--- config.mk ---
export PLATFORM = sky130hd
export DESIGN_NAME = rqmf_queue
export DESIGN_NICKNAME = d
export VERILOG_FILES = /design/src/hdl/rqmf_pkg.sv /design/src/hdl/rqmf_queue.sv
export SDC_FILE = /design/constraint.sdc
export NUM_CORES = 1
export LEC_CHECK = 0
export BUFFER_PORTS_ARGS = -buffer_cell sky130_fd_sc_hd__buf_2
export CORE_AREA = 2 2 39 41
export CTS_CLUSTER_DIAMETER = 100
export DETAILED_ROUTE_END_ITERATION = 7
export DIE_AREA = 0 0 41 43
export GPL_TIMING_DRIVEN = 0
export SETUP_SLACK_MARGIN = 0.15
export SYNTH_ARGS = -nofsm -noshare
export SYNTH_HDL_FRONTEND = slang
export SYNTH_SLANG_ARGS = --single-unit
--- constraint.sdc ---
create_clock -name clk -period 2.1 [get_ports clk]
set_input_delay 0.21 -clock clk [delete_from_list [all_inputs] [get_ports clk]]
set_output_delay 0.21 -clock clk [all_outputs]
set_load 0.05 [all_outputs]
--- src/hdl/rqmf_pkg.sv ---
// ----------------------------------------------------------------------------
// rqmf_pkg: shared types and constants of the read quality and motif filter
// Holds the beat and verdict payloads, the configuration record, register
// indexes and the Phred error probability table in Q1.40.
// ----------------------------------------------------------------------------
package rqmf_pkg;

    // Fixed sizes of the read filter.
    localparam int MAX_PATTERN_LEN_DEF = 64;
    localparam int MAX_UNIT_LEN        = 8;
    localparam int QUEUE_DEPTH_DEF     = 2;
    localparam int PROB_FRAC_BITS      = 40;
    localparam int COUNT_W             = 21;
    localparam int SUM_W               = 64;
    localparam int PROB_W              = 41;
    localparam int CFG_INDEX_W         = 3;
    localparam int CFG_DATA_W          = 64;

    localparam logic [COUNT_W-1:0] MAX_READ_LEN = 21'd1048576;
    localparam logic [7:0]         PHRED_OFFSET = 8'd33;
    localparam logic [7:0]         PHRED_TOP    = 8'd127;

    // Configuration register indexes.
    localparam logic [CFG_INDEX_W-1:0] CFG_MIN_READ_LENGTH   = 3'd0;
    localparam logic [CFG_INDEX_W-1:0] CFG_MAX_MEAN_ERROR    = 3'd1;
    localparam logic [CFG_INDEX_W-1:0] CFG_LEFT_UNIT_CHARS   = 3'd2;
    localparam logic [CFG_INDEX_W-1:0] CFG_LEFT_UNIT_LENGTH  = 3'd3;
    localparam logic [CFG_INDEX_W-1:0] CFG_RIGHT_UNIT_CHARS  = 3'd4;
    localparam logic [CFG_INDEX_W-1:0] CFG_RIGHT_UNIT_LENGTH = 3'd5;
    localparam logic [CFG_INDEX_W-1:0] CFG_UNIT_COPIES       = 3'd6;

    // One base of a read.
    typedef struct packed {
        logic [7:0] base_char;
        logic [7:0] quality_char;
        logic       last_base;
    } base_beat_t;

    // Verdict of one read.
    typedef struct packed {
        logic               keep_read;
        logic [COUNT_W-1:0] read_length;
        logic               length_ok;
        logic               quality_ok;
        logic               left_found;
        logic               right_found;
    } verdict_t;

    // Totals of a finished read, handed from the front to the back.
    typedef struct packed {
        logic [COUNT_W-1:0] base_count;
        logic [SUM_W-1:0]   error_sum;
        logic               left_seen;
        logic               right_seen;
    } read_totals_t;

    // Configuration record.
    typedef struct packed {
        logic [COUNT_W-1:0] min_read_length;
        logic [PROB_W-1:0]  max_mean_error;
        logic [63:0]        left_unit_chars;
        logic [3:0]         left_unit_length;
        logic [63:0]        right_unit_chars;
        logic [3:0]         right_unit_length;
        logic [6:0]         unit_copies;
    } cfg_t;

    // Q1.40 values of 10^(-k/10) for k = 0..9.
    localparam logic [63:0] D0 = 64'd1099511627776;
    localparam logic [63:0] D1 = 64'd873373130350;
    localparam logic [63:0] D2 = 64'd693744936887;
    localparam logic [63:0] D3 = 64'd551061191066;
    localparam logic [63:0] D4 = 64'd437723463125;
    localparam logic [63:0] D5 = 64'd347696105761;
    localparam logic [63:0] D6 = 64'd276184833910;
    localparam logic [63:0] D7 = 64'd219381411577;
    localparam logic [63:0] D8 = 64'd174260849389;
    localparam logic [63:0] D9 = 64'd138420312877;

    // Powers of ten for the decades.
    localparam logic [63:0] T1  = 64'd10;
    localparam logic [63:0] T2  = 64'd100;
    localparam logic [63:0] T3  = 64'd1000;
    localparam logic [63:0] T4  = 64'd10000;
    localparam logic [63:0] T5  = 64'd100000;
    localparam logic [63:0] T6  = 64'd1000000;
    localparam logic [63:0] T7  = 64'd10000000;
    localparam logic [63:0] T8  = 64'd100000000;
    localparam logic [63:0] T9  = 64'd1000000000;
    localparam logic [63:0] T10 = 64'd10000000000;
    localparam logic [63:0] T11 = 64'd100000000000;
    localparam logic [63:0] T12 = 64'd1000000000000;

    // Error probability of each Phred score, rounded half up.
    localparam logic [PROB_W-1:0] ERROR_ROM [128] = '{
        41'(D0), 41'(D1), 41'(D2), 41'(D3), 41'(D4),
        41'(D5), 41'(D6), 41'(D7), 41'(D8), 41'(D9),
        41'((D0 + T1 / 2) / T1), 41'((D1 + T1 / 2) / T1), 41'((D2 + T1 / 2) / T1),
        41'((D3 + T1 / 2) / T1), 41'((D4 + T1 / 2) / T1), 41'((D5 + T1 / 2) / T1),
        41'((D6 + T1 / 2) / T1), 41'((D7 + T1 / 2) / T1), 41'((D8 + T1 / 2) / T1),
        41'((D9 + T1 / 2) / T1),
        41'((D0 + T2 / 2) / T2), 41'((D1 + T2 / 2) / T2), 41'((D2 + T2 / 2) / T2),
        41'((D3 + T2 / 2) / T2), 41'((D4 + T2 / 2) / T2), 41'((D5 + T2 / 2) / T2),
        41'((D6 + T2 / 2) / T2), 41'((D7 + T2 / 2) / T2), 41'((D8 + T2 / 2) / T2),
        41'((D9 + T2 / 2) / T2),
        41'((D0 + T3 / 2) / T3), 41'((D1 + T3 / 2) / T3), 41'((D2 + T3 / 2) / T3),
        41'((D3 + T3 / 2) / T3), 41'((D4 + T3 / 2) / T3), 41'((D5 + T3 / 2) / T3),
        41'((D6 + T3 / 2) / T3), 41'((D7 + T3 / 2) / T3), 41'((D8 + T3 / 2) / T3),
        41'((D9 + T3 / 2) / T3),
        41'((D0 + T4 / 2) / T4), 41'((D1 + T4 / 2) / T4), 41'((D2 + T4 / 2) / T4),
        41'((D3 + T4 / 2) / T4), 41'((D4 + T4 / 2) / T4), 41'((D5 + T4 / 2) / T4),
        41'((D6 + T4 / 2) / T4), 41'((D7 + T4 / 2) / T4), 41'((D8 + T4 / 2) / T4),
        41'((D9 + T4 / 2) / T4),
        41'((D0 + T5 / 2) / T5), 41'((D1 + T5 / 2) / T5), 41'((D2 + T5 / 2) / T5),
        41'((D3 + T5 / 2) / T5), 41'((D4 + T5 / 2) / T5), 41'((D5 + T5 / 2) / T5),
        41'((D6 + T5 / 2) / T5), 41'((D7 + T5 / 2) / T5), 41'((D8 + T5 / 2) / T5),
        41'((D9 + T5 / 2) / T5),
        41'((D0 + T6 / 2) / T6), 41'((D1 + T6 / 2) / T6), 41'((D2 + T6 / 2) / T6),
        41'((D3 + T6 / 2) / T6), 41'((D4 + T6 / 2) / T6), 41'((D5 + T6 / 2) / T6),
        41'((D6 + T6 / 2) / T6), 41'((D7 + T6 / 2) / T6), 41'((D8 + T6 / 2) / T6),
        41'((D9 + T6 / 2) / T6),
        41'((D0 + T7 / 2) / T7), 41'((D1 + T7 / 2) / T7), 41'((D2 + T7 / 2) / T7),
        41'((D3 + T7 / 2) / T7), 41'((D4 + T7 / 2) / T7), 41'((D5 + T7 / 2) / T7),
        41'((D6 + T7 / 2) / T7), 41'((D7 + T7 / 2) / T7), 41'((D8 + T7 / 2) / T7),
        41'((D9 + T7 / 2) / T7),
        41'((D0 + T8 / 2) / T8), 41'((D1 + T8 / 2) / T8), 41'((D2 + T8 / 2) / T8),
        41'((D3 + T8 / 2) / T8), 41'((D4 + T8 / 2) / T8), 41'((D5 + T8 / 2) / T8),
        41'((D6 + T8 / 2) / T8), 41'((D7 + T8 / 2) / T8), 41'((D8 + T8 / 2) / T8),
        41'((D9 + T8 / 2) / T8),
        41'((D0 + T9 / 2) / T9), 41'((D1 + T9 / 2) / T9), 41'((D2 + T9 / 2) / T9),
        41'((D3 + T9 / 2) / T9), 41'((D4 + T9 / 2) / T9), 41'((D5 + T9 / 2) / T9),
        41'((D6 + T9 / 2) / T9), 41'((D7 + T9 / 2) / T9), 41'((D8 + T9 / 2) / T9),
        41'((D9 + T9 / 2) / T9),
        41'((D0 + T10 / 2) / T10), 41'((D1 + T10 / 2) / T10), 41'((D2 + T10 / 2) / T10),
        41'((D3 + T10 / 2) / T10), 41'((D4 + T10 / 2) / T10), 41'((D5 + T10 / 2) / T10),
        41'((D6 + T10 / 2) / T10), 41'((D7 + T10 / 2) / T10), 41'((D8 + T10 / 2) / T10),
        41'((D9 + T10 / 2) / T10),
        41'((D0 + T11 / 2) / T11), 41'((D1 + T11 / 2) / T11), 41'((D2 + T11 / 2) / T11),
        41'((D3 + T11 / 2) / T11), 41'((D4 + T11 / 2) / T11), 41'((D5 + T11 / 2) / T11),
        41'((D6 + T11 / 2) / T11), 41'((D7 + T11 / 2) / T11), 41'((D8 + T11 / 2) / T11),
        41'((D9 + T11 / 2) / T11),
        41'((D0 + T12 / 2) / T12), 41'((D1 + T12 / 2) / T12), 41'((D2 + T12 / 2) / T12),
        41'((D3 + T12 / 2) / T12), 41'((D4 + T12 / 2) / T12), 41'((D5 + T12 / 2) / T12),
        41'((D6 + T12 / 2) / T12), 41'((D7 + T12 / 2) / T12)
    };

endpackage

--- src/hdl/rqmf_queue.sv ---
// ----------------------------------------------------------------------------
// rqmf_queue: short queue of read totals
// Decouples the per-base front from the verdict back end.
// ----------------------------------------------------------------------------
module rqmf_queue #(
    parameter int WIDTH = 1,
    parameter int DEPTH = rqmf_pkg::QUEUE_DEPTH_DEF
) (
    input  logic             clk,
    input  logic             rst_n,
    input  logic             push,
    input  logic [WIDTH-1:0] push_data,
    input  logic             pop,
    output logic [WIDTH-1:0] pop_data,
    output logic             full,
    output logic             empty
);
    localparam int PTR_W = (DEPTH > 1) ? $clog2(DEPTH) : 1;
    localparam int CNT_W = $clog2(DEPTH + 1);

    logic [WIDTH-1:0] entry_reg [DEPTH];
    logic [PTR_W-1:0] wr_ptr_reg;
    logic [PTR_W-1:0] wr_ptr_next;
    logic [PTR_W-1:0] rd_ptr_reg;
    logic [PTR_W-1:0] rd_ptr_next;
    logic [CNT_W-1:0] count_reg;
    logic [CNT_W-1:0] count_next;

    assign full     = (count_reg == CNT_W'(DEPTH));
    assign empty    = (count_reg == '0);
    assign pop_data = entry_reg[rd_ptr_reg];

    // Pointer and fill count update.
    always_comb
    begin
        wr_ptr_next = wr_ptr_reg;
        rd_ptr_next = rd_ptr_reg;
        count_next  = count_reg;
        if (push)
        begin
            wr_ptr_next = (wr_ptr_reg == PTR_W'(DEPTH - 1)) ? '0 : wr_ptr_reg + 1'b1;
        end
        if (pop)
        begin
            rd_ptr_next = (rd_ptr_reg == PTR_W'(DEPTH - 1)) ? '0 : rd_ptr_reg + 1'b1;
        end
        if (push && !pop)
        begin
            count_next = count_reg + 1'b1;
        end
        else if (pop && !push)
        begin
            count_next = count_reg - 1'b1;
        end
    end

    always_ff @(posedge clk or negedge rst_n)
    begin
        if (!rst_n)
        begin
            wr_ptr_reg <= '0;
            rd_ptr_reg <= '0;
            count_reg  <= '0;
        end
        else
        begin
            wr_ptr_reg <= wr_ptr_next;
            rd_ptr_reg <= rd_ptr_next;
            count_reg  <= count_next;
        end
    end

    // Storage needs no reset.
    always_ff @(posedge clk)
    begin
        if (push)
        begin
            entry_reg[wr_ptr_reg] <= push_data;
        end
    end

    assert property (@(posedge clk) disable iff (!rst_n) push |-> !full)
        else $error("push into a full queue");

    assert property (@(posedge clk) disable iff (!rst_n) pop |-> !empty)
        else $error("pop from an empty queue");

endmodule

# [Word-level counts from Yosys, hierarchy flattened]
# Memory sizes are Yosys's and may differ from the RTL's.
# Cells that the tools add are included.
[classes] mul=0 addsub=4 shifts=0 n_lt_le_gt_ge=0 eq_ne=1 muxes=6 reduce_logical=6 n_div=0 bitwise_logic=0
[op_table] cell="1-bit two-way mux" n=4
[op_table] cell="2-bit two-way mux" n=2
[op_table] cell="1-bit adder, second input constant" n=2
[op_table] cell="2-bit by 1-bit adder with 2-bit output, second input constant" n=1
[op_table] cell="2-bit equality test, second input constant" n=1
[op_table] cell="1-bit logical AND" n=2
[op_table] cell="1-bit zero test" n=2
[op_table] cell="2-bit zero test" n=1
[op_table] cell="2-bit nonzero test" n=1
[op_table] cell="2-bit by 1-bit subtractor with 2-bit output, second input constant" n=1
[word_totals] wordCells=21 romBits=0 register_bits=4 latch_bits=0 mem_bits_rw=2 input_bits=5 output_inout_bits=3 n_memories=1
[mem_list] memory="entry_reg" words=2 width=1 rd=1 rd_ports_with_merged_regs=0 wr=1 line_no="rqmf_queue.sv:21" text="logic [WIDTH-1:0] entry_reg [DEPTH];"

# [Depth between registers and ports, before layout]
[depth] ltp_word=4 ltp_mapped=5

# [Worst setup path before layout]
# No wires, ideal clock.
[synth_path] path_type="flip-flop to output port" from="reg count_reg[0]" to="out empty" path_slack_ns=0.820 path_buffers=0 arrival_ns=1.070 stages_incl_launch_ff=2 path_cell_list="dfrtp_1 -> nor2_1"
[synth_between] elab_chain_cells=1
[synth_rtl] element="start: declaration" line_no="rqmf_queue.sv:26" text="logic [CNT_W-1:0] count_reg;"
[synth_rtl] element="start signal: assignment" line_no="rqmf_queue.sv:69" text="count_reg <= count_next;"
[synth_rtl] element="2-bit zero test" line_no="rqmf_queue.sv:30" text="assign empty = (count_reg == '0);"
[synth_rtl] element="end: declaration" line_no="rqmf_queue.sv:16" text="output logic empty"
# Every way passes these cells.

# [Worst setup path after layout]
[layout_path] from="reg rd_ptr_reg" to="out pop_data"
[layout_between] elab_chain_cells=1
[layout_rtl] element="start: declaration" line_no="rqmf_queue.sv:24" text="logic [PTR_W-1:0] rd_ptr_reg;"
[layout_rtl] element="start signal: assignment" line_no="rqmf_queue.sv:68" text="rd_ptr_reg <= rd_ptr_next;"
[layout_rtl] element="memory read 2 x 1 bit"
[layout_rtl] element="end: declaration" line_no="rqmf_queue.sv:14" text="output logic [WIDTH-1:0] pop_data,"
# Every way passes these cells.

==> flow_metrics.py <==
metrics = {
    "placement": {
        "placed_cell_area_um2": 315,
        "port-buffer-count": 7,
        "gp_congestion": 0.565,
    },
    "pwr": {
        "max-vdd-ir-drop_mv": 0.372,
        "p_sw_uw": 221,
        "power_frac_clock_pct": 21.3,
        "internal_power_of_the_cells_uw": 318,
        "cellPowerDensity_nw_per_um2": 1530,
        "p_leak_nw": 0.165,
        "switching_share_pct": 41.1,
        "combinationalPowerShare_pct": 39.8,
        "pwr-share-seq_pct": 38.9,
    },
    "routing": {
        "drt_pass1_iterations": 2,
        "drt-vias-per-instance": 3.74,
        "drt_iter0_drc": 1,
        "ant_nets": 0,
        "drt_drc_violations_left": 0,
        "avgRoutedWirePerCell_um": 8.47,
        "finalWirelength_um": 398,
        "num_vias": 176,
    },
    "clock_network": {
        "max-clock-path-buffers": 2,
        "cts_hold_buf": 1,
        "number_of_levels_the_h_tree_was_split_into": 1,
        "tritoncts_clock_tree": "built",
        "cts_setup_buffers": 0,
        "clkSlewWorstSetupHoldPaths_ns": 0.05,
        "post_cts_resize_count": 0,
        "clk_lat_worst_skew_ns": 0.24,
        "cts_made_buffers": 3,
        "ctsRootBufferMaster": "clkbuf_4",
        "clock_sink_count": 6,
    },
    "global_routing": {
        "grt_antenna_before_repair": 0,
        "first_pass_grt_wire_length_um": 593,
        "grtUsageTotal_pct": 5.65,
        "largest_net_degree_at_the_start_of_global_routing": 5,
        "grt.overflow.total": 0,
        "first_global_vias": 183,
    },
    "floorplanning": {
        "dieArea_um2": 1760,
        "initial_core_util_pct": 18.8,
        "pin_count": 8,
        "die-width_um": 41,
        "chipHeight_um": 43,
        "row_count": 14,
        "core_um2": 1380,
    },
    "synth": {
        "syn-mean-instance-area_um2": 13.7,
        "postSynth.asyncResetShare_pct": 66.7,
        "post_synth_and_or_nand_nor_area_fraction_pct": 11.1,
        "netlist_area_um2": 260,
        "synthAdderAreaFrac_pct": 4.81,
        "ys_top_cells_by_count": "4 x dfrtp_1, 4 x xor2_1, 2 x edfxtp_1, 2 x nor2_1",
        "yosys-top-cells-area": "dfrtp_1 38%, edfxtp_1 23%, xor2_1 13%",
        "synth_cell_type_count": 11,
        "synth_edf_count": 2,
        "synthesis.nets": 25,
        "synth_top_family_by_area": "XOR/XNOR gates",
        "yosys_reg_bits": 6,
        "synth.yosys.seq_area_share_pct": 61.5,
        "netlist_instances": 19,
        "synthDominantCellAreaShare_pct": 38.5,
        "synth.area.mux_share_pct": 4.33,
        "yosysWarningCount": 0,
        "yosys_top_cell_by_area": "dfrtp_1",
        "synth_xor_xnor_area_share_pct": 16.8,
        "synth_compound_gate_area_share_pct": 0,
        "postSynth.topFlopCell": "dfrtp_1",
    },
    "worst_setup_path": {
        "critical_path.endpoint_type": "output pin",
        "crit_buf_inv": 1,
        "worst_ep_arrival_time_ns": 1.14,
        "critical-path-top-delay-family": "flip-flops",
        "critical_path_required_ns": 1.89,
        "criticalPathCategory": "reg -> out",
        "worst_setup_path_start_kind": "register",
        "cp_cell_sequence": "mux2_2 > buf_2",
        "worst-path-max-fanout": 2,
        "cpPeakStageDelay_ns": 0.36,
        "slowest_stage": "dfrtp_1",
    },
    "sta": {
        "slew_violations": 0,
        "hold_violations": 0,
        "worst_clock_skew_ns": 0.000232,
        "timing.setup.tns_ns": 0,
        "tightest_slew_ns": 0.249,
        "tcrit_tclk_final_pct": 64.4,
        "unrepaired_setup_endpoints_after_global_routing": "no",
        "max_slew_margin_pct": 83.5,
        "min_period_ns": 1.35,
        "setup_violations": 0,
        "fmax_ghz": 0.740,
    },
    "worst_hold_path": {
        "hp-class": "in -> reg",
    },
    "run_status": {
        "run_status": "finished clean",
    },
    "run": {
        "maxCapViolCount": 0,
    },
    "finish": {
        "n_fill_cell": 151,
        "finalNetCount": 38,
        "share_of_layout_cells_above_drive_strength_1_pct": 38.7,
        "area.growth.synth_to_final_pct": 35.1,
        "num_antenna_cells": 0,
        "fin_area_um2": 352,
    },
}
[worst reg2reg max path, stage by stage (launching register included)]
cell	delay, ns
dfrtp_1	0.41
xor2_1	0.17
nor2_1	0.11
xor2_1	0.15
[path summary, 6_finish.rpt]
kind | from | to | slack [ns] | cells past startpoint
min in group asynchronous | rst_n | wr_ptr_reg$_DFFE_PN0P_ | 0.30 | 2
worst max-delay path | rd_ptr_reg$_DFFE_PN0P_ | pop_data | 0.75 | 2
worst min register to register | rd_ptr_reg$_DFFE_PN0P_ | rd_ptr_reg$_DFFE_PN0P_ | 0.48 | 1
max in group asynchronous | rst_n | count_reg[1]$_DFFE_PN0P_ | 1.67 | 2
worst max register to register | count_reg[0]$_DFFE_PN0P_ | count_reg[1]$_DFFE_PN0P_ | 1.18 | 3
worst min-delay path | push_data | entry_reg[0]$_DFFE_PP_ | 0.16 | 1
[cells in the final DEF (no fill, tap or decap)]
master         n
xnor2_1        1
ha_1           1
clkbuf_4       3
nor2_1         2
mux2_2         1
buf_2          7
dfrtp_1        4
xor2_1         4
nor2b_1        1
clkbuf_1       1
inv_1          1
and2_1         1
dlygate4sd3_1  1
and2b_2        1
edfxtp_1       2
[per-layer routing]
metal / GRT usage, % / vias to the layer above / share of wire (%)
met5: 0 / - / 0
met4: 10.0 / 0 / 0
met3: 0 / 0 / 5.5
met2: 8.13 / 4 / 56
met1: 4.89 / 88 / 39
li1: - / 84 / -
[cell type report]
class | count | area [µm²] | share of cell area (%)
repair buffers | 8 | 45.0 | 12.8
multi-input cells | 12 | 96.3 | 27.4
flip-flops and latches | 6 | 160 | 45.6
well taps | 16 | 20.0 | 5.69
inverters | 1 | 3.75 | 1.07
clock buffers | 4 | 26.3 | 7.47
[cell families (layout without fill, tap and decap cells)]
logic type | count (synthesis) | count (layout)
adder cells (fa/ha/maj) | 1 | 1
XOR/XNOR | 5 | 5
buffers and inverters | 1 | 13
multiplexers | 1 | 1
flip-flops | 6 | 6
AND/OR/NAND/NOR | 5 | 5
[metrics by stage]
stage          setup slack, ns  utilization (%)  cells  power, mW  hold WS (ns)
3_3_place_gp              1.00             22.8     42      0.423        0.0213
5_1_grt                  0.701             25.4     47      0.570         0.159
3_5_place_dp             0.993             22.8     42      0.428        0.0211
2_1_floorplan            0.820                -     19      0.382       -0.0856
4_1_cts                  0.726             25.4     47      0.550         0.150
6_report                 0.748             25.4     47      0.539         0.158
[power groups by stage]
| stage | Clock, mW | Sequential (mW) | Combinational (mW) |
|---|---|---|---|
| after floorplan | 0 | 0.204 | 0.178 |
| final | 0.115 | 0.210 | 0.215 |
| after CTS | 0.121 | 0.211 | 0.217 |
| after global routing | 0.123 | 0.217 | 0.231 |
| after global placement | 0 | 0.211 | 0.212 |
| after detailed placement | 0 | 0.213 | 0.215 |
(Power assumes the default switching activity.)
