<file path="config.mk">
export PLATFORM = sky130hd
export DESIGN_NAME = rqmf_back
export DESIGN_NICKNAME = d
export VERILOG_FILES = /design/src/hdl/rqmf_pkg.sv /design/src/hdl/rqmf_back.sv
export SDC_FILE = /design/constraint.sdc
export NUM_CORES = 2
export LEC_CHECK = 0
export CORE_ASPECT_RATIO = 1.5
export CORE_UTILIZATION = 60
export CTS_BUF_LIST = sky130_fd_sc_hd__clkbuf_4
export DETAILED_ROUTE_END_ITERATION = 10
export DONT_BUFFER_PORTS = 1
export GPL_TIMING_DRIVEN = 0
export PLACE_DENSITY = 0.76
export SLEW_MARGIN = 25
export SYNTH_ARGS = -nofsm -noshare
export SYNTH_HDL_FRONTEND = slang
export SYNTH_SLANG_ARGS = --single-unit
</file>
<file path="constraint.sdc">
create_clock -name clk -period 22.2 [get_ports clk]
set_input_delay 3.33 -clock clk [delete_from_list [all_inputs] [get_ports clk]]
set_output_delay 3.33 -clock clk [all_outputs]
set_load 0.03 [all_outputs]
</file>
<file path="src/hdl/rqmf_pkg.sv">
// ----------------------------------------------------------------------------
// rqmf_pkg: shared types and constants of the read quality and motif filter
// Holds the beat and verdict payloads, the configuration record, register
// indexes and the Phred error probability table in Q1.40.
// ----------------------------------------------------------------------------
package rqmf_pkg;

    // Fixed sizes of the read filter.
    localparam int MAX_PATTERN_LEN_DEF = 64;
    localparam int MAX_UNIT_LEN        = 8;
    localparam int QUEUE_DEPTH_DEF     = 2;
    localparam int PROB_FRAC_BITS      = 40;
    localparam int COUNT_W             = 21;
    localparam int SUM_W               = 64;
    localparam int PROB_W              = 41;
    localparam int CFG_INDEX_W         = 3;
    localparam int CFG_DATA_W          = 64;

    localparam logic [COUNT_W-1:0] MAX_READ_LEN = 21'd1048576;
    localparam logic [7:0]         PHRED_OFFSET = 8'd33;
    localparam logic [7:0]         PHRED_TOP    = 8'd127;

    // Configuration register indexes.
    localparam logic [CFG_INDEX_W-1:0] CFG_MIN_READ_LENGTH   = 3'd0;
    localparam logic [CFG_INDEX_W-1:0] CFG_MAX_MEAN_ERROR    = 3'd1;
    localparam logic [CFG_INDEX_W-1:0] CFG_LEFT_UNIT_CHARS   = 3'd2;
    localparam logic [CFG_INDEX_W-1:0] CFG_LEFT_UNIT_LENGTH  = 3'd3;
    localparam logic [CFG_INDEX_W-1:0] CFG_RIGHT_UNIT_CHARS  = 3'd4;
    localparam logic [CFG_INDEX_W-1:0] CFG_RIGHT_UNIT_LENGTH = 3'd5;
    localparam logic [CFG_INDEX_W-1:0] CFG_UNIT_COPIES       = 3'd6;

    // One base of a read.
    typedef struct packed {
        logic [7:0] base_char;
        logic [7:0] quality_char;
        logic       last_base;
    } base_beat_t;

    // Verdict of one read.
    typedef struct packed {
        logic               keep_read;
        logic [COUNT_W-1:0] read_length;
        logic               length_ok;
        logic               quality_ok;
        logic               left_found;
        logic               right_found;
    } verdict_t;

    // Totals of a finished read, handed from the front to the back.
    typedef struct packed {
        logic [COUNT_W-1:0] base_count;
        logic [SUM_W-1:0]   error_sum;
        logic               left_seen;
        logic               right_seen;
    } read_totals_t;

    // Configuration record.
    typedef struct packed {
        logic [COUNT_W-1:0] min_read_length;
        logic [PROB_W-1:0]  max_mean_error;
        logic [63:0]        left_unit_chars;
        logic [3:0]         left_unit_length;
        logic [63:0]        right_unit_chars;
        logic [3:0]         right_unit_length;
        logic [6:0]         unit_copies;
    } cfg_t;

    // Q1.40 values of 10^(-k/10) for k = 0..9.
    localparam logic [63:0] D0 = 64'd1099511627776;
    localparam logic [63:0] D1 = 64'd873373130350;
    localparam logic [63:0] D2 = 64'd693744936887;
    localparam logic [63:0] D3 = 64'd551061191066;
    localparam logic [63:0] D4 = 64'd437723463125;
    localparam logic [63:0] D5 = 64'd347696105761;
    localparam logic [63:0] D6 = 64'd276184833910;
    localparam logic [63:0] D7 = 64'd219381411577;
    localparam logic [63:0] D8 = 64'd174260849389;
    localparam logic [63:0] D9 = 64'd138420312877;

    // Powers of ten for the decades.
    localparam logic [63:0] T1  = 64'd10;
    localparam logic [63:0] T2  = 64'd100;
    localparam logic [63:0] T3  = 64'd1000;
    localparam logic [63:0] T4  = 64'd10000;
    localparam logic [63:0] T5  = 64'd100000;
    localparam logic [63:0] T6  = 64'd1000000;
    localparam logic [63:0] T7  = 64'd10000000;
    localparam logic [63:0] T8  = 64'd100000000;
    localparam logic [63:0] T9  = 64'd1000000000;
    localparam logic [63:0] T10 = 64'd10000000000;
    localparam logic [63:0] T11 = 64'd100000000000;
    localparam logic [63:0] T12 = 64'd1000000000000;

    // Error probability of each Phred score, rounded half up.
    localparam logic [PROB_W-1:0] ERROR_ROM [128] = '{
        41'(D0), 41'(D1), 41'(D2), 41'(D3), 41'(D4),
        41'(D5), 41'(D6), 41'(D7), 41'(D8), 41'(D9),
        41'((D0 + T1 / 2) / T1), 41'((D1 + T1 / 2) / T1), 41'((D2 + T1 / 2) / T1),
        41'((D3 + T1 / 2) / T1), 41'((D4 + T1 / 2) / T1), 41'((D5 + T1 / 2) / T1),
        41'((D6 + T1 / 2) / T1), 41'((D7 + T1 / 2) / T1), 41'((D8 + T1 / 2) / T1),
        41'((D9 + T1 / 2) / T1),
        41'((D0 + T2 / 2) / T2), 41'((D1 + T2 / 2) / T2), 41'((D2 + T2 / 2) / T2),
        41'((D3 + T2 / 2) / T2), 41'((D4 + T2 / 2) / T2), 41'((D5 + T2 / 2) / T2),
        41'((D6 + T2 / 2) / T2), 41'((D7 + T2 / 2) / T2), 41'((D8 + T2 / 2) / T2),
        41'((D9 + T2 / 2) / T2),
        41'((D0 + T3 / 2) / T3), 41'((D1 + T3 / 2) / T3), 41'((D2 + T3 / 2) / T3),
        41'((D3 + T3 / 2) / T3), 41'((D4 + T3 / 2) / T3), 41'((D5 + T3 / 2) / T3),
        41'((D6 + T3 / 2) / T3), 41'((D7 + T3 / 2) / T3), 41'((D8 + T3 / 2) / T3),
        41'((D9 + T3 / 2) / T3),
        41'((D0 + T4 / 2) / T4), 41'((D1 + T4 / 2) / T4), 41'((D2 + T4 / 2) / T4),
        41'((D3 + T4 / 2) / T4), 41'((D4 + T4 / 2) / T4), 41'((D5 + T4 / 2) / T4),
        41'((D6 + T4 / 2) / T4), 41'((D7 + T4 / 2) / T4), 41'((D8 + T4 / 2) / T4),
        41'((D9 + T4 / 2) / T4),
        41'((D0 + T5 / 2) / T5), 41'((D1 + T5 / 2) / T5), 41'((D2 + T5 / 2) / T5),
        41'((D3 + T5 / 2) / T5), 41'((D4 + T5 / 2) / T5), 41'((D5 + T5 / 2) / T5),
        41'((D6 + T5 / 2) / T5), 41'((D7 + T5 / 2) / T5), 41'((D8 + T5 / 2) / T5),
        41'((D9 + T5 / 2) / T5),
        41'((D0 + T6 / 2) / T6), 41'((D1 + T6 / 2) / T6), 41'((D2 + T6 / 2) / T6),
        41'((D3 + T6 / 2) / T6), 41'((D4 + T6 / 2) / T6), 41'((D5 + T6 / 2) / T6),
        41'((D6 + T6 / 2) / T6), 41'((D7 + T6 / 2) / T6), 41'((D8 + T6 / 2) / T6),
        41'((D9 + T6 / 2) / T6),
        41'((D0 + T7 / 2) / T7), 41'((D1 + T7 / 2) / T7), 41'((D2 + T7 / 2) / T7),
        41'((D3 + T7 / 2) / T7), 41'((D4 + T7 / 2) / T7), 41'((D5 + T7 / 2) / T7),
        41'((D6 + T7 / 2) / T7), 41'((D7 + T7 / 2) / T7), 41'((D8 + T7 / 2) / T7),
        41'((D9 + T7 / 2) / T7),
        41'((D0 + T8 / 2) / T8), 41'((D1 + T8 / 2) / T8), 41'((D2 + T8 / 2) / T8),
        41'((D3 + T8 / 2) / T8), 41'((D4 + T8 / 2) / T8), 41'((D5 + T8 / 2) / T8),
        41'((D6 + T8 / 2) / T8), 41'((D7 + T8 / 2) / T8), 41'((D8 + T8 / 2) / T8),
        41'((D9 + T8 / 2) / T8),
        41'((D0 + T9 / 2) / T9), 41'((D1 + T9 / 2) / T9), 41'((D2 + T9 / 2) / T9),
        41'((D3 + T9 / 2) / T9), 41'((D4 + T9 / 2) / T9), 41'((D5 + T9 / 2) / T9),
        41'((D6 + T9 / 2) / T9), 41'((D7 + T9 / 2) / T9), 41'((D8 + T9 / 2) / T9),
        41'((D9 + T9 / 2) / T9),
        41'((D0 + T10 / 2) / T10), 41'((D1 + T10 / 2) / T10), 41'((D2 + T10 / 2) / T10),
        41'((D3 + T10 / 2) / T10), 41'((D4 + T10 / 2) / T10), 41'((D5 + T10 / 2) / T10),
        41'((D6 + T10 / 2) / T10), 41'((D7 + T10 / 2) / T10), 41'((D8 + T10 / 2) / T10),
        41'((D9 + T10 / 2) / T10),
        41'((D0 + T11 / 2) / T11), 41'((D1 + T11 / 2) / T11), 41'((D2 + T11 / 2) / T11),
        41'((D3 + T11 / 2) / T11), 41'((D4 + T11 / 2) / T11), 41'((D5 + T11 / 2) / T11),
        41'((D6 + T11 / 2) / T11), 41'((D7 + T11 / 2) / T11), 41'((D8 + T11 / 2) / T11),
        41'((D9 + T11 / 2) / T11),
        41'((D0 + T12 / 2) / T12), 41'((D1 + T12 / 2) / T12), 41'((D2 + T12 / 2) / T12),
        41'((D3 + T12 / 2) / T12), 41'((D4 + T12 / 2) / T12), 41'((D5 + T12 / 2) / T12),
        41'((D6 + T12 / 2) / T12), 41'((D7 + T12 / 2) / T12)
    };

endpackage

</file>
<file path="src/hdl/rqmf_back.sv">
// ----------------------------------------------------------------------------
// rqmf_back: verdict of a finished read
// Forms the length limit product in two partial products, compares it with
// the error sum and holds the verdict in an output register.
// ----------------------------------------------------------------------------
module rqmf_back (
    input  logic                    clk,
    input  logic                    rst_n,
    input  rqmf_pkg::cfg_t          cfg,
    input  logic                    queue_empty,
    output logic                    pop,
    input  rqmf_pkg::read_totals_t  pop_data,
    output logic                    verdict_valid,
    input  logic                    verdict_stall,
    output rqmf_pkg::verdict_t      verdict
);
    import rqmf_pkg::*;

    localparam int HALF_W = 20;
    localparam int LO_W   = COUNT_W + HALF_W;
    localparam int HI_W   = COUNT_W + PROB_W - HALF_W;
    localparam int RHS_W  = HI_W + HALF_W;

    logic               s1_valid_reg;
    logic               s1_valid_next;
    read_totals_t       s1_tot_reg;
    logic               s1_len_ok_reg;
    logic [LO_W-1:0]    s1_lo_reg;
    logic [HI_W-1:0]    s1_hi_reg;
    logic               verdict_valid_reg;
    logic               verdict_valid_next;
    verdict_t           verdict_reg;
    verdict_t           verdict_next;

    logic               adv_out;
    logic               adv_s1;
    logic               len_ok;
    logic [RHS_W-1:0]   rhs;
    logic               qual_ok;
    logic               motif_on;

    // Stage advance: the output register frees when taken or empty.
    assign adv_out = !verdict_valid_reg || !verdict_stall;
    assign adv_s1  = !s1_valid_reg || adv_out;
    assign pop     = !queue_empty && adv_s1;

    // Stage 1: length check and partial products of count times limit.
    assign len_ok = (cfg.min_read_length == '0) ||
                    (pop_data.base_count >= cfg.min_read_length);

    always_ff @(posedge clk)
    begin
        if (pop)
        begin
            s1_tot_reg    <= pop_data;
            s1_len_ok_reg <= len_ok;
            s1_lo_reg     <= LO_W'(pop_data.base_count) *
                             LO_W'(cfg.max_mean_error[HALF_W-1:0]);
            s1_hi_reg     <= HI_W'(pop_data.base_count) *
                             HI_W'(cfg.max_mean_error[PROB_W-1:HALF_W]);
        end
    end

    // Stage 2: exact quality compare and the keep decision.
    assign rhs      = {s1_hi_reg[HI_W-1:0], HALF_W'(0)} + RHS_W'(s1_lo_reg);
    assign qual_ok  = (s1_tot_reg.error_sum <= SUM_W'(rhs));
    assign motif_on = (cfg.left_unit_length != 4'd0) && (cfg.right_unit_length != 4'd0);

    always_comb
    begin
        verdict_next.keep_read   = s1_len_ok_reg && qual_ok &&
                                   (!motif_on || s1_tot_reg.left_seen ||
                                    s1_tot_reg.right_seen);
        verdict_next.read_length = s1_tot_reg.base_count;
        verdict_next.length_ok   = s1_len_ok_reg;
        verdict_next.quality_ok  = qual_ok;
        verdict_next.left_found  = s1_tot_reg.left_seen;
        verdict_next.right_found = s1_tot_reg.right_seen;
    end

    always_ff @(posedge clk)
    begin
        if (adv_out && s1_valid_reg)
        begin
            verdict_reg <= verdict_next;
        end
    end

    // Valid flags of the two stages.
    assign s1_valid_next      = adv_s1 ? pop : s1_valid_reg;
    assign verdict_valid_next = adv_out ? s1_valid_reg : verdict_valid_reg;

    always_ff @(posedge clk or negedge rst_n)
    begin
        if (!rst_n)
        begin
            s1_valid_reg      <= 1'b0;
            verdict_valid_reg <= 1'b0;
        end
        else
        begin
            s1_valid_reg      <= s1_valid_next;
            verdict_valid_reg <= verdict_valid_next;
        end
    end

    assign verdict_valid = verdict_valid_reg;
    assign verdict       = verdict_reg;

    // A verdict in stage 1 moves on whenever the output register is empty.
    assert property (@(posedge clk) disable iff (!rst_n)
        (s1_valid_reg && !verdict_valid_reg) |=> verdict_valid_reg)
        else $error("verdict held back from an empty output register");

endmodule

</file>
### Word level (Yosys, flattened, before mapping)

Index checks and enable logic that the tools add are counted.

| operators by class | value |
|---|---|
| add/sub/neg operators | 1 |
| multipliers | 2 |
| div/mod/pow operators | 0 |
| magnitude comparators | 2 |
| equal/unequal tests | 0 |
| shift operators | 0 |
| multiplexer cells | 0 |
| bitwise gates (word level) | 0 |
| reductions and logical operators | 18 |

Operators with widths:

| operator | number |
|---|---|
| 64-bit by 62-bit <= comparator with 1-bit output | 1 |
| 62-bit by 41-bit adder with 62-bit output | 1 |
| 21-bit by 21-bit multiplier with 42-bit output | 1 |
| 21-bit by 20-bit multiplier with 41-bit output | 1 |
| 21-bit >= comparator | 1 |
| 21-bit logical NOT | 1 |
| 4-bit nonzero test | 2 |
| 1-bit logical AND | 5 |
| 1-bit logical NOT | 5 |
| 1-bit logical OR | 5 |

| storage, ports and cells | value |
|---|---|
| register bits after elaboration | 199 |
| latch bits | 0 |
| RAM bits | 0 |
| bits in read-only memories | 0 |
| input port bits | 296 |
| output and inout bits | 28 |
| memories | 0 |

### Depth between registers and ports, before layout

| logic depth | value |
|---|---|
| depth in word-level cells | 6 |
| depth in mapped cells | 25 |

### Least setup slack after synthesis

OpenSTA, ideal clock, no wires.

| path | value |
|---|---|
| path type | in2out |
| from | in queue_empty |
| to | out pop |
| arrival | 12260 ps |
| required time | 18870 ps |
| path slack | 6610 ps |
| stages | 1 |
| buffers on the path | 0 |
| path through | a31oi_1 |

| between the ends | value |
|---|---|
| cells in the longest elaborated chain, start to end | 2 |

RTL lines:

| what | line | RTL |
|---|---|---|
| start: declaration | rqmf_back.sv:10 | `input logic queue_empty,` |
| 1-bit logical NOT | rqmf_back.sv:45 | `assign pop = !queue_empty && adv_s1;` |
| 1-bit logical AND | rqmf_back.sv:45 |  |
| end: declaration | rqmf_back.sv:11 | `output logic pop,` |

No other way between the ends.

### Worst setup path in the final report

| path | value |
|---|---|
| from | in pop_data[74] (netlist name) |
| to | reg s1_hi_reg[41] (data pin) |

| between the ends | value |
|---|---|
| cells in the longest elaborated chain, start to end | 1 |

RTL lines:

| what | line | RTL |
|---|---|---|
| start: declaration | rqmf_back.sv:12 | `input rqmf_pkg::read_totals_t pop_data,` |
| 21-bit by 21-bit multiplier with 42-bit output | rqmf_back.sv:59 | `s1_hi_reg <= HI_W'(pop_data.base_count) *` |
| end signal: assignment | rqmf_back.sv:59 |  |
| end: declaration | rqmf_back.sv:29 | `logic [HI_W-1:0] s1_hi_reg;` |

No other way between the ends.
A chain may end at the register's enable or synchronous reset.

==> impl_metrics.ini <==
[grt]
use_met2_pct = 62.1
met1_usage_pct = 40.9
grtUsageMet3_pct = 8.80
grt_max_degree = 23
grt_usage_pct = 37.7
overflow = 0
grt_pass1_wl_um = 177000
first_global_vias = 30300
grt_busiest_layer = met2
grt_antenna_before_repair = 13

[synth]
yosysMostFrequentCell = inv_1
ys_ff_latch = 199
async_flop_share_pct = 1.01
synth_area_sq_mm = 0.0383
synth_nets = 5372
avgSynthCellArea_sq_um = 9.65
seq_area_frac_synth_pct = 15.6
yosysTopAreaCellShare_pct = 36.4
ys_types = 78
synth_cells = 3972
netlist.top_cell.by_area = fa_1
synth_edf_count = 197
yosys-top-cells-count = inv_1 (844), fa_1 (697), and2_1 (472)
synthTopCellsByArea = fa_1 (36%), edfxtp_1 (15%), ha_1 (13%), inv_1 (8.3%), and2_1 (7.7%)
synthFlopType = edfxtp_1
synth_warnings = 0

[worst_setup_path]
path_max_fanout = 11
critPathBufInv = 7
crit_chain = clkbuf_1 -> and2_1 -> fa_1 -> fa_1 -> inv_1 -> fa_1 -> inv_1 -> fa_1 -> inv_1 -> fa_1 -> inv_1 -> fa_1 -> inv_1 -> fa_1 -> inv_1 -> ha_1 -> and4_1 -> nand2_1 -> a211o_4 -> a31oi_2 -> a311oi_1 -> o31ai_1 -> a21oi_1 -> xnor2_1
slowest_stage = clkbuf_1
crit_top_cell = fa_1
worstPathRequired_ns = 22.75
end_kind = flop
crit_arrival_ns = 10.82
regToRegSetupSlack_ns = 15.57
path_class = primary input to flop
crit_family = adder cells
startpoint_type = primary input
cp_slowest_stage_delay_ns = 0.78

[sta]
slew_headroom_pct = 17.5
tightest_slew_ns = 1.24
fmax_mhz = 97.4
hold_viol = 0
skew_ns = 0.0313
min_period_ns = 10.27
final_max_slew_viol_count = 0
setup_violations = 0
fin_setup_tns_ns = 0
fin_crit_sh_pct = 46.2
rsz0062_at_grt = false

[clocking]
cts_buffers = 17
holdBufCountCts = 0
ctsResizeCount = 0
h-tree-depth = 4
root_buffer = clkbuf_4
clk_latency_ns = 0.76
cts_setup_buffers = 0
cts_tree = built
clock-sinks = 199
clockBufferDepth = 2
clk_pin_slew_worst_paths_ns = 0.20

[placed_design]
detailed_place_hpwl_um = 97600
placed_cells_incl_taps = 4787
io_buffers = 0
globalplace.congestion = 1.04
place_area_sq_mm = 0.0396

[floorplan]
die_h_um = 312
io_pins = 324
start_util_pct = 60.6
dieArea_sq_mm = 0.0649
die_x_um = 208
core_area_sq_mm = 0.0632
rows = 113

[route]
ant_nets = 0
wl_per_cell_um = 24.5
first_pass_iters = 6
via_count = 29000
routed_via_density = 6.01
drtIter0Drc = 2028
wirelength_um = 118000
drc = 0

[flow_run]
maxCapViolations = 0

[finish]
synthToLayoutAreaGrowth_pct = 4.35
fin_area_sq_mm = 0.0400
n_fill_cell = 5267
largest_register_ff_count = 87
final_nets = 5401
final_util_pct = 63.3
drive_gt1_share_pct = 1.94
fin_cells = 4827

[outcome]
status = complete, no violations

[hold_path]
min_path_type = flop to flop
[cell families after synthesis]
kind of cell | after synthesis | share of synthesized area [%]
compound gates | 371 | 6.58
xor+xnor | 115 | 2.63
fa+ha+maj | 1104 | 49.7
buf+inv | 1027 | 10.1
flops | 199 | 15.6
mux | 1 | 0.0261
simple gates | 1155 | 15.4
[layout by cell type (no fill, tap or decap), types with 7 or more instances in the layout]
| cell | Yosys | layout |
|---|---|---|
| xnor2_1 | 59 | 59 |
| nand2_1 | 464 | 464 |
| nor3_1 | 27 | 27 |
| clkbuf_1 | 180 | 174 |
| o21ai_1 | 7 | 7 |
| diode_2 | 0 | 8 |
| nand2b_1 | 12 | 12 |
| a21oi_1 | 100 | 100 |
| clkbuf_4 | 0 | 17 |
| o211ai_1 | 8 | 8 |
| a211oi_1 | 9 | 9 |
| nor4_1 | 9 | 8 |
| and2_1 | 472 | 472 |
| a21o_1 | 73 | 73 |
| and3_1 | 20 | 20 |
| fa_1 | 697 | 697 |
| o2111ai_1 | 14 | 14 |
| o21bai_1 | 13 | 13 |
| edfxtp_1 | 197 | 197 |
| nor2b_1 | 16 | 16 |
| o21a_1 | 15 | 15 |
| xor2_1 | 56 | 56 |
| o21ai_0 | 61 | 61 |
| nor2_1 | 59 | 59 |
| a31oi_1 | 12 | 11 |
| ha_1 | 407 | 407 |
| nand4_1 | 28 | 28 |
| buf_16 | 0 | 10 |
| nand3_1 | 23 | 23 |
| inv_1 | 844 | 844 |
[metrics by stage]
| step | worst slack, ns | hold slack [ns] |
|---|---|---|
| after global placement | 3.52 | 0.401 |
| after CTS | 11.97 | 0.422 |
| after detailed placement | 11.14 | 0.405 |
| after floorplan | 6.61 | 0.400 |
| after global routing | 11.70 | 0.431 |
| final | 11.93 | 0.411 |
[worst paths after layout]
| kind | from | to | cells after the start |
|---|---|---|---|
| setup / recovery | pop_data[74] | s1_hi_reg[41] | 24 |
| hold / removal | s1_tot_reg[72] | verdict[10] | 0 |
| setup reg to reg | s1_lo_reg[26] | verdict[25] | 18 |
| hold reg to reg | s1_tot_reg[72] | verdict[10] | 0 |
| max in group asynchronous | rst_n | s1_valid_reg | 0 |
| min in group asynchronous | rst_n | verdict_valid | 0 |
[per-layer routing]
metal  vias up  share of wire, %
met5         -             0.074
met4         8                10
met3       521               9.7
met2      1604                48
met1     14500                32
li1      12300                 -
[final cells by class]
type	count	area (sq um)	area share, %
diodes	8	20.0	0.0501
plain buffers	183	698	1.75
clock buffers	17	128	0.319
clock inverters	15	196	0.491
inverters	844	3170	7.92
multi-input cells	2746	28500	71.3
flip-flops and latches	199	5970	14.9
well taps	805	1010	2.52
repair buffers	10	275	0.688
Power is left out: the tool's default activity adds up to more than one toggle a clock period on the data nets, which glitch-free logic cannot reach.
